## src/sv/aft_pkg.sv

```systemverilog
// shared types and constants for the address frequency table
// no dependencies; imported by aft_scan_unit and address_frequency_table
`timescale 1ns / 1ps

package aft_pkg;

  // fixed field widths
  localparam int ADDR_W         = 40;
  localparam int COUNT_W        = 32;
  localparam int CMD_W          = 2;
  localparam int ADDR_BYTES_MAX = 5;

  // defaults for the top level parameters
  localparam int TABLE_ENTRIES_DEF = 128;
  localparam int ADDRESS_BYTES_DEF = 5;

  // counts at or above it never win a victim scan; entry 0 is the default
  localparam logic [COUNT_W-1:0] VICTIM_LIMIT    = 32'd10000;
  localparam logic [COUNT_W-1:0] THRESHOLD_RESET = 32'd4;

  // command codes carried on the slave tuser
  typedef enum logic [CMD_W-1:0] {
    CMD_RECORD = 2'd0,
    CMD_TAKE   = 2'd1,
    CMD_CLEAR  = 2'd2
  } cmd_e;

  // what the shared compare unit is doing this cycle
  typedef enum logic [1:0] {
    MODE_VICTIM = 2'd0,
    MODE_TOP    = 2'd1,
    MODE_THRESH = 2'd2
  } scan_mode_e;

  typedef struct packed {
    logic       start;
    scan_mode_e mode;
    logic       beat_valid;
  } scan_ctrl_t;

  typedef struct packed {
    logic hit;
    logic thr_met;
  } scan_status_t;

endpackage

```

## src/sv/aft_scan_unit.sv

```systemverilog
// shared compare unit and running accumulators for table scans
// depends on aft_pkg
`timescale 1ns / 1ps

module aft_scan_unit
  import aft_pkg::*;
#(
  parameter int IDX_W = 7
) (
  input  logic               clk_i,
  input  logic               rst_ni,
  input  scan_ctrl_t         ctrl_i,
  input  logic [IDX_W-1:0]   idx_i,
  input  logic [ADDR_W-1:0]  key_i,
  input  logic [ADDR_W-1:0]  rd_addr_i,
  input  logic [COUNT_W-1:0] rd_count_i,
  input  logic               skip_valid_i,
  input  logic [IDX_W-1:0]   skip_idx_i,
  input  logic [COUNT_W-1:0] threshold_i,
  output scan_status_t       status_o,
  output logic [IDX_W-1:0]   best_idx_o,
  output logic [COUNT_W-1:0] best_count_o,
  output logic [ADDR_W-1:0]  best_addr_o,
  output logic [IDX_W-1:0]   hit_idx_o,
  output logic [COUNT_W-1:0] hit_count_o
);

  logic [COUNT_W-1:0] acc_val_q;
  logic [IDX_W-1:0]   acc_idx_q;
  logic [ADDR_W-1:0]  acc_addr_q;
  logic               hit_q;
  logic [IDX_W-1:0]   hit_idx_q;
  logic [COUNT_W-1:0] hit_count_q;

  logic [COUNT_W-1:0] cmp_a, cmp_b;
  logic               lt;
  logic               skip;
  logic               take_beat;
  logic               match;

  // operand selection for the one magnitude comparator
  always_comb begin
    unique case (ctrl_i.mode)
      MODE_VICTIM: begin
        cmp_a = rd_count_i;
        cmp_b = acc_val_q;
      end
      MODE_TOP: begin
        cmp_a = acc_val_q;
        cmp_b = rd_count_i;
      end
      MODE_THRESH: begin
        cmp_a = acc_val_q;
        cmp_b = threshold_i;
      end
      default: begin
        cmp_a = acc_val_q;
        cmp_b = threshold_i;
      end
    endcase
  end

  assign lt   = cmp_a < cmp_b;
  assign skip = skip_valid_i && (idx_i == skip_idx_i);

  // decide whether this beat replaces the running best
  always_comb begin
    take_beat = 1'b0;
    if (ctrl_i.beat_valid) begin
      if (ctrl_i.mode == MODE_VICTIM) begin
        take_beat = lt && !skip;
      end else if (ctrl_i.mode == MODE_TOP) begin
        // entry zero is the default, so it is always taken
        take_beat = lt || (idx_i == '0);
      end
    end
  end

  assign match = ctrl_i.beat_valid && (ctrl_i.mode == MODE_VICTIM) &&
                 (rd_addr_i == key_i) && !hit_q;

  // hit flag
  always_ff @(posedge clk_i or negedge rst_ni) begin
    if (!rst_ni) begin
      hit_q <= 1'b0;
    end else if (ctrl_i.start) begin
      hit_q <= 1'b0;
    end else if (match) begin
      hit_q <= 1'b1;
    end
  end

  // accumulators and hit payload
  always_ff @(posedge clk_i) begin
    if (ctrl_i.start) begin
      acc_val_q  <= (ctrl_i.mode == MODE_VICTIM) ? VICTIM_LIMIT : '0;
      acc_idx_q  <= '0;
      acc_addr_q <= '0;
    end else if (take_beat) begin
      acc_val_q  <= rd_count_i;
      acc_idx_q  <= idx_i;
      acc_addr_q <= rd_addr_i;
    end
    if (match) begin
      hit_idx_q   <= idx_i;
      hit_count_q <= rd_count_i;
    end
  end

  assign status_o.hit     = hit_q;
  assign status_o.thr_met = (ctrl_i.mode == MODE_THRESH) && !lt;
  assign best_idx_o       = acc_idx_q;
  assign best_count_o     = acc_val_q;
  assign best_addr_o      = acc_addr_q;
  assign hit_idx_o        = hit_idx_q;
  assign hit_count_o      = hit_count_q;

endmodule

```

## config.mk

```make
export PLATFORM = sky130hd
export DESIGN_NAME = aft_scan_unit
export DESIGN_NICKNAME = d
export VERILOG_FILES = /design/src/sv/aft_pkg.sv /design/src/sv/aft_scan_unit.sv
export SDC_FILE = /design/constraint.sdc
export NUM_CORES = 1
export LEC_CHECK = 0
export ABC_CLOCK_PERIOD_IN_PS = 5400
export BUFFER_PORTS_ARGS = -buffer_cell sky130_fd_sc_hd__clkbuf_2
export CAP_MARGIN = 10
export CORE_MARGIN = 2
export CORE_UTILIZATION = 50
export CTS_BUF_LIST = sky130_fd_sc_hd__clkbuf_4 sky130_fd_sc_hd__clkbuf_8
export DETAILED_ROUTE_END_ITERATION = 8
export PLACE_DENSITY = 0.8
export SETUP_SLACK_MARGIN = 0.5
export SLEW_MARGIN = 0
export SYNTH_ARGS = -nofsm -noshare
export SYNTH_HDL_FRONTEND = slang
export SYNTH_SLANG_ARGS = --single-unit
```

## constraint.sdc

```tcl
create_clock -name clk_i -period 5.4 [get_ports clk_i]
set_input_delay 0.27 -clock clk_i [delete_from_list [all_inputs] [get_ports clk_i]]
set_output_delay 0.27 -clock clk_i [all_outputs]
set_load 0.01 [all_outputs]
```

Word level (Yosys, flattened, before mapping) --
Cells that the tools add are included.
Storage, ports and cells: register bits 119, latch bits 0, bits in writable memories 0, memory bits (read-only) 0, input bits 165, output and inout port bits 120, logic and storage cells 35, memories kept 0
Operators by class: $add $sub $neg 0, multiply operators 0, div/mod/pow operators 0, magnitude comparators 1, eq/ne operators 4, shift operators 0, multiplexer cells 10, bitwise operators 0, reductions and logical operators 14
Operators by type and width (count):
- 32-bit 2-to-1 mux | 3
- 32-bit case mux with 2 select lines | 1
- 40-bit == test | 1
- 32-bit < comparator | 1
- 14-bit 2-to-1 mux | 1
- 7-bit == test | 1
- 7-bit zero test | 1
- 1-bit logical AND | 6
- 1-bit 2-to-1 mux | 5
- 2-bit nonzero test | 2
- 1-bit zero test | 3
- 2-bit by 1-bit == test with 1-bit output, second input constant | 1
- 2-bit == test, second input constant | 1
- 2-bit zero test | 1
- 1-bit logical OR | 1

Longest topological paths before layout --
depth after elaboration 9, mapped depth 15, mapped depth without buffers 10

Worst setup path before layout --
No wires, ideal clock.
kind input to register, start input port ctrl_i[2] in the netlist's numbering, end register acc_val_q[0], in the netlist best_count_o[0] (enable), setup time 0.388 ns, arrival time 3.714 ns, data required time 5.012 ns, slack 1.298 ns, stages on the path 12, buffers on the path 4, path through clkbuf_1 nor2_1 clkbuf_1 mux2_2 ha_1 a21o_1 a21o_1 o311ai_1 o211a_1 buf_2 buf_2 a211o_1
On the way: cells in the longest elaborated chain, start to end 8, elaborated cells on any way between the ends 11, those cells by class 1 x order compare; 1 x eq/ne; 5 x mux; 4 x reduce/logical
Ends and longest elaborated chain:
- from (decl) | line aft_scan_unit.sv:12 | input scan_ctrl_t ctrl_i,
- 2-bit by 1-bit == test with 1-bit output / 2-bit zero test (equally long branches) | line aft_scan_unit.sv:43, aft_scan_unit.sv:72, aft_scan_unit.sv:70
- 32-bit case mux with 2 select lines / 32-bit 2-to-1 mux (equally long branches) | line aft_scan_unit.sv:43 | unique case (ctrl_i.mode)
- 32-bit < comparator | line aft_scan_unit.sv:63 | assign lt = cmp_a < cmp_b;
- 1-bit logical OR | line aft_scan_unit.sv:74 | take_beat = lt || (idx_i == '0);
- 1-bit 2-to-1 mux | line aft_scan_unit.sv:72 | end else if (ctrl_i.mode == MODE_TOP) begin
- 1-bit 2-to-1 mux (*) | line aft_scan_unit.sv:70 | if (ctrl_i.mode == MODE_VICTIM) begin
- 1-bit 2-to-1 mux (*) | line aft_scan_unit.sv:69 | if (ctrl_i.beat_valid) begin
- 2-bit nonzero test (no source line) (*)
- to (signal assigned) | line aft_scan_unit.sv:96 | acc_val_q <= (ctrl_i.mode == MODE_VICTIM) ? VICTIM_LIMIT : '0;
- to (signal assigned) | line aft_scan_unit.sv:100 | acc_val_q <= rd_count_i;
- to (decl) | line aft_scan_unit.sv:28 | logic [COUNT_W-1:0] acc_val_q;
Every way passes the cells marked *; elsewhere a longest branch is shown, timed or not. A chain may end at the register's enable or synchronous reset.

==> flow_summary.ini <==
[power]
clockPowerShare_pct = 29.0
p_per_area_mw_per_mm2 = 288
switching_power_w = 0.000925
p_total_w = 0.00277
cellLeakagePower_nw = 4.00
combinationalPowerShare_pct = 30.4
vdd_ir_drop_max_mv = 0.137
switching_share_pct = 33.4
p_int_w = 0.00185
p_seq_share_pct = 40.6

[synthesis]
synth-edff-count = 71
synth_area_mm2 = 0.00777
yosysWarnings = 0
synth_area_leaders = edfxtp_1, dfxtp_1, o32a_1
yosysTopAreaCell = edfxtp_1
yosysUniqueCellTypes = 46
synth_top_family_by_area = simple AND/OR/NAND/NOR gates
ys_seq_elements = 119
yosys.area_share.simple_pct = 20.3
avgSynthCellArea_um2 = 9.75
synth_cells = 797
synthMuxAreaShare_pct = 8.48
async_reset_ff_share_pct = 0.840
synth-adder-area-share_pct = 4.99
synth_compound_area_share_pct = 16.7
ys_seq_area_share_pct = 39.9
syn-num-nets = 993
synth.top_cell.area_share_pct = 27.4
synth-xor-area-share_pct = 5.30
ys.flop_type = edfxtp_1

[die]
die_h_um = 129
core.rowCount = 45
fp.dieW_um = 129
io-pin-count = 285
core_mm2 = 0.0152
die_area_mm2 = 0.0166
initial_core_util_pct = 51.1

[critical_path]
worstPathArrival_ns = 3.58
critical-path-max-stage-delay_ns = 0.77
required_ns = 5.13
path_common_cell = clkbuf_2
cp-start-kind = primary input
worstPathMaxFanout = 33
crit_family = simple AND/OR/NAND/NOR gates
crit_type = primary input to output port
path_cells = clkbuf_2 -> nor2_4 -> mux2_2 -> ha_1 -> nand4_1 -> nor4_1 -> o311ai_1 -> o211ai_1 -> a211oi_1 -> nor4b_1 -> clkbuf_2
path_buf_inv = 2
cp_slowest_cell = nor2_4
critPathCaptureType = output port

[global_route]
gr-total-overflow = 0
grt_max_degree = 142
grt_pass1_vias = 6715
grt_pass1_wl_um = 35000
antenna_found_initial = 1
grt_usage_pct = 27.3

[sta]
fin_worst_skew_ns = 0.0103
relSlewSlack_pct = 26.8
fmax_ghz = 0.260
slew_viol_final = 0
rsz0062_at_grt = false
hold_viol_final = 0
period_needed_ns = 3.85
worst_slew_pin_slew_ns = 1.09
finalWorstSetupSlack_ns = 1.55
finalCritPeriodShare_pct = 71.3
fin_setup_tns_ns = 0
finalSetupViolations = 0

[routing]
vias = 7274
drtIter0Drc = 522
antenna_left = 0
drt-total-wl_um = 23000
dr.pass1.iters = 8
drc = 0
routedWlPerCell_um = 18.6
vias_per_cell = 5.87

[final_layout]
layout-drive-gt1-share_pct = 34.2
fin_area_mm2 = 0.00962
nets = 1236
finalNonFillerCells = 1239
area_growth_pct = 23.8
antenna_cells = 0

[cts]
clock-sinks = 119
cts_buffer_depth = 2
cts_tree = done
cts-root-buf = clkbuf_8
clkTransAtPathRegs_ns = 0.07
htreeDepth = 4
cts_buffers = 17
clk_latency_ns = 0.44
postCtsSetupBuffers = 0

[place]
dp_cells = 1208
postPlaceCellArea_mm2 = 0.00923
portBuffers = 284
place_congestion = 0.853
place_hpwl_um = 16300
pre_cts_ws_ns = 1.51

[run]
cap_violations = 0

[status]
status = finished, final reports clean

[hold_path]
hp-class = primary input to flip-flop
==> cell families after synthesis <==
group	after synthesis
buffers and inverters	77
AND/OR/NAND/NOR	295
AO/OA/AOI/OAI	166
adder cells (fa/ha/maj)	31
XOR/XNOR	47
multiplexers	62
flip-flops	119
==> worst paths after layout <==
kind,slack [ns],from,end,cells after the start
setup / recovery,1.55,ctrl_i[2],status_o[0],11
hold / removal,0.05,rd_count_i[30],hit_count_o[30]$_DFFE_PP_,1
setup reg to reg,2.50,best_count_o[21]$_SDFFCE_PP0P_,best_count_o[10]$_DFFE_PP_,10
hold reg to reg,0.52,best_idx_o[3]$_SDFFE_PP0P_,best_idx_o[3]$_SDFFE_PP0P_,2
max in group asynchronous,5.15,rst_ni,hit_q$_DFFE_PN0P_,2
min in group asynchronous,0.16,rst_ni,hit_q$_DFFE_PN0P_,2
==> timing repair <==
item	4_1_cts	5_1_grt
hold buffers	1	0
gates resized for setup	0	0
endpoints found under the hold margin	1	0
==> per-stage QoR <==
step	util, %	hold slack [ns]
after CTS	63.3	0.0287
after detailed placement	60.7	0.0467
after global routing	63.3	0.0253
after global placement	60.7	0.0457
final	63.3	0.0521
after floorplan	-	-0.0256
==> area by class of cell <==
type / instances / area (µm²)
inverters: 7 / 26.3
multi-input cells: 601 / 4370
repair buffers: 294 / 1510
fillers: 1291 / 5580
flip-flops and latches: 119 / 3100
well taps: 188 / 235
clock inverters: 12 / 136
clock buffers: 18 / 241
==> synthesized netlist by cell type, types with 2 or more instances <==
library cell / count
nor2b_1: 75
edfxtp_1: 71
nand2_1: 54
nand3_1: 49
clkbuf_1: 48
o311ai_1: 48
dfxtp_1: 47
nand2b_1: 47
o32a_1: 47
a21oi_1: 44
nor2_1: 36
ha_1: 31
mux2_2: 31
mux2i_1: 31
xor2_1: 31
xnor2_1: 16
buf_2: 12
nand4_1: 11
nor4_1: 11
o21ai_0: 10
inv_1: 7
buf_1: 4
buf_6: 4
a211oi_1: 3
nor3_1: 3
a21o_1: 2
buf_4: 2
nor4b_1: 2
o211ai_1: 2
o21a_1: 2
==> flip-flops by register name (all words and copies together), names as in the netlist <==
name          flops
best_idx_o        7
best_count_o     32
hit_q             1
hit_count_o      32
hit_idx_o         7
best_addr_o      40
==> metal layers <==
layer,GRT usage [%],wire [µm]
met2,46.3,11200
met1,33.7,9410
met5,0,0
met3,6.78,1760
met4,10.2,621
==> layout by cell type, fill, tap and decap left out, types with 34 or more instances in the layout <==
master,count
nand2b_1,47
a21oi_1,43
nor2b_1,75
clkbuf_2,283
o32a_1,47
dfxtp_1,47
o311ai_1,48
edfxtp_1,71
nand3_1,49
nor2_1,34
nand2_1,54
==> power by group through the flow <==
stage,combinational [W],clock [W],sequential [W]
final,0.000843,0.000805,0.00112
after global routing,0.000924,0.000854,0.00113
after CTS,0.000844,0.000814,0.00112
after detailed placement,0.000839,0,0.00114
after global placement,0.000831,0,0.00114
after floorplan,0.000493,0,0.00117
Power figures use the tool's default switching activity.
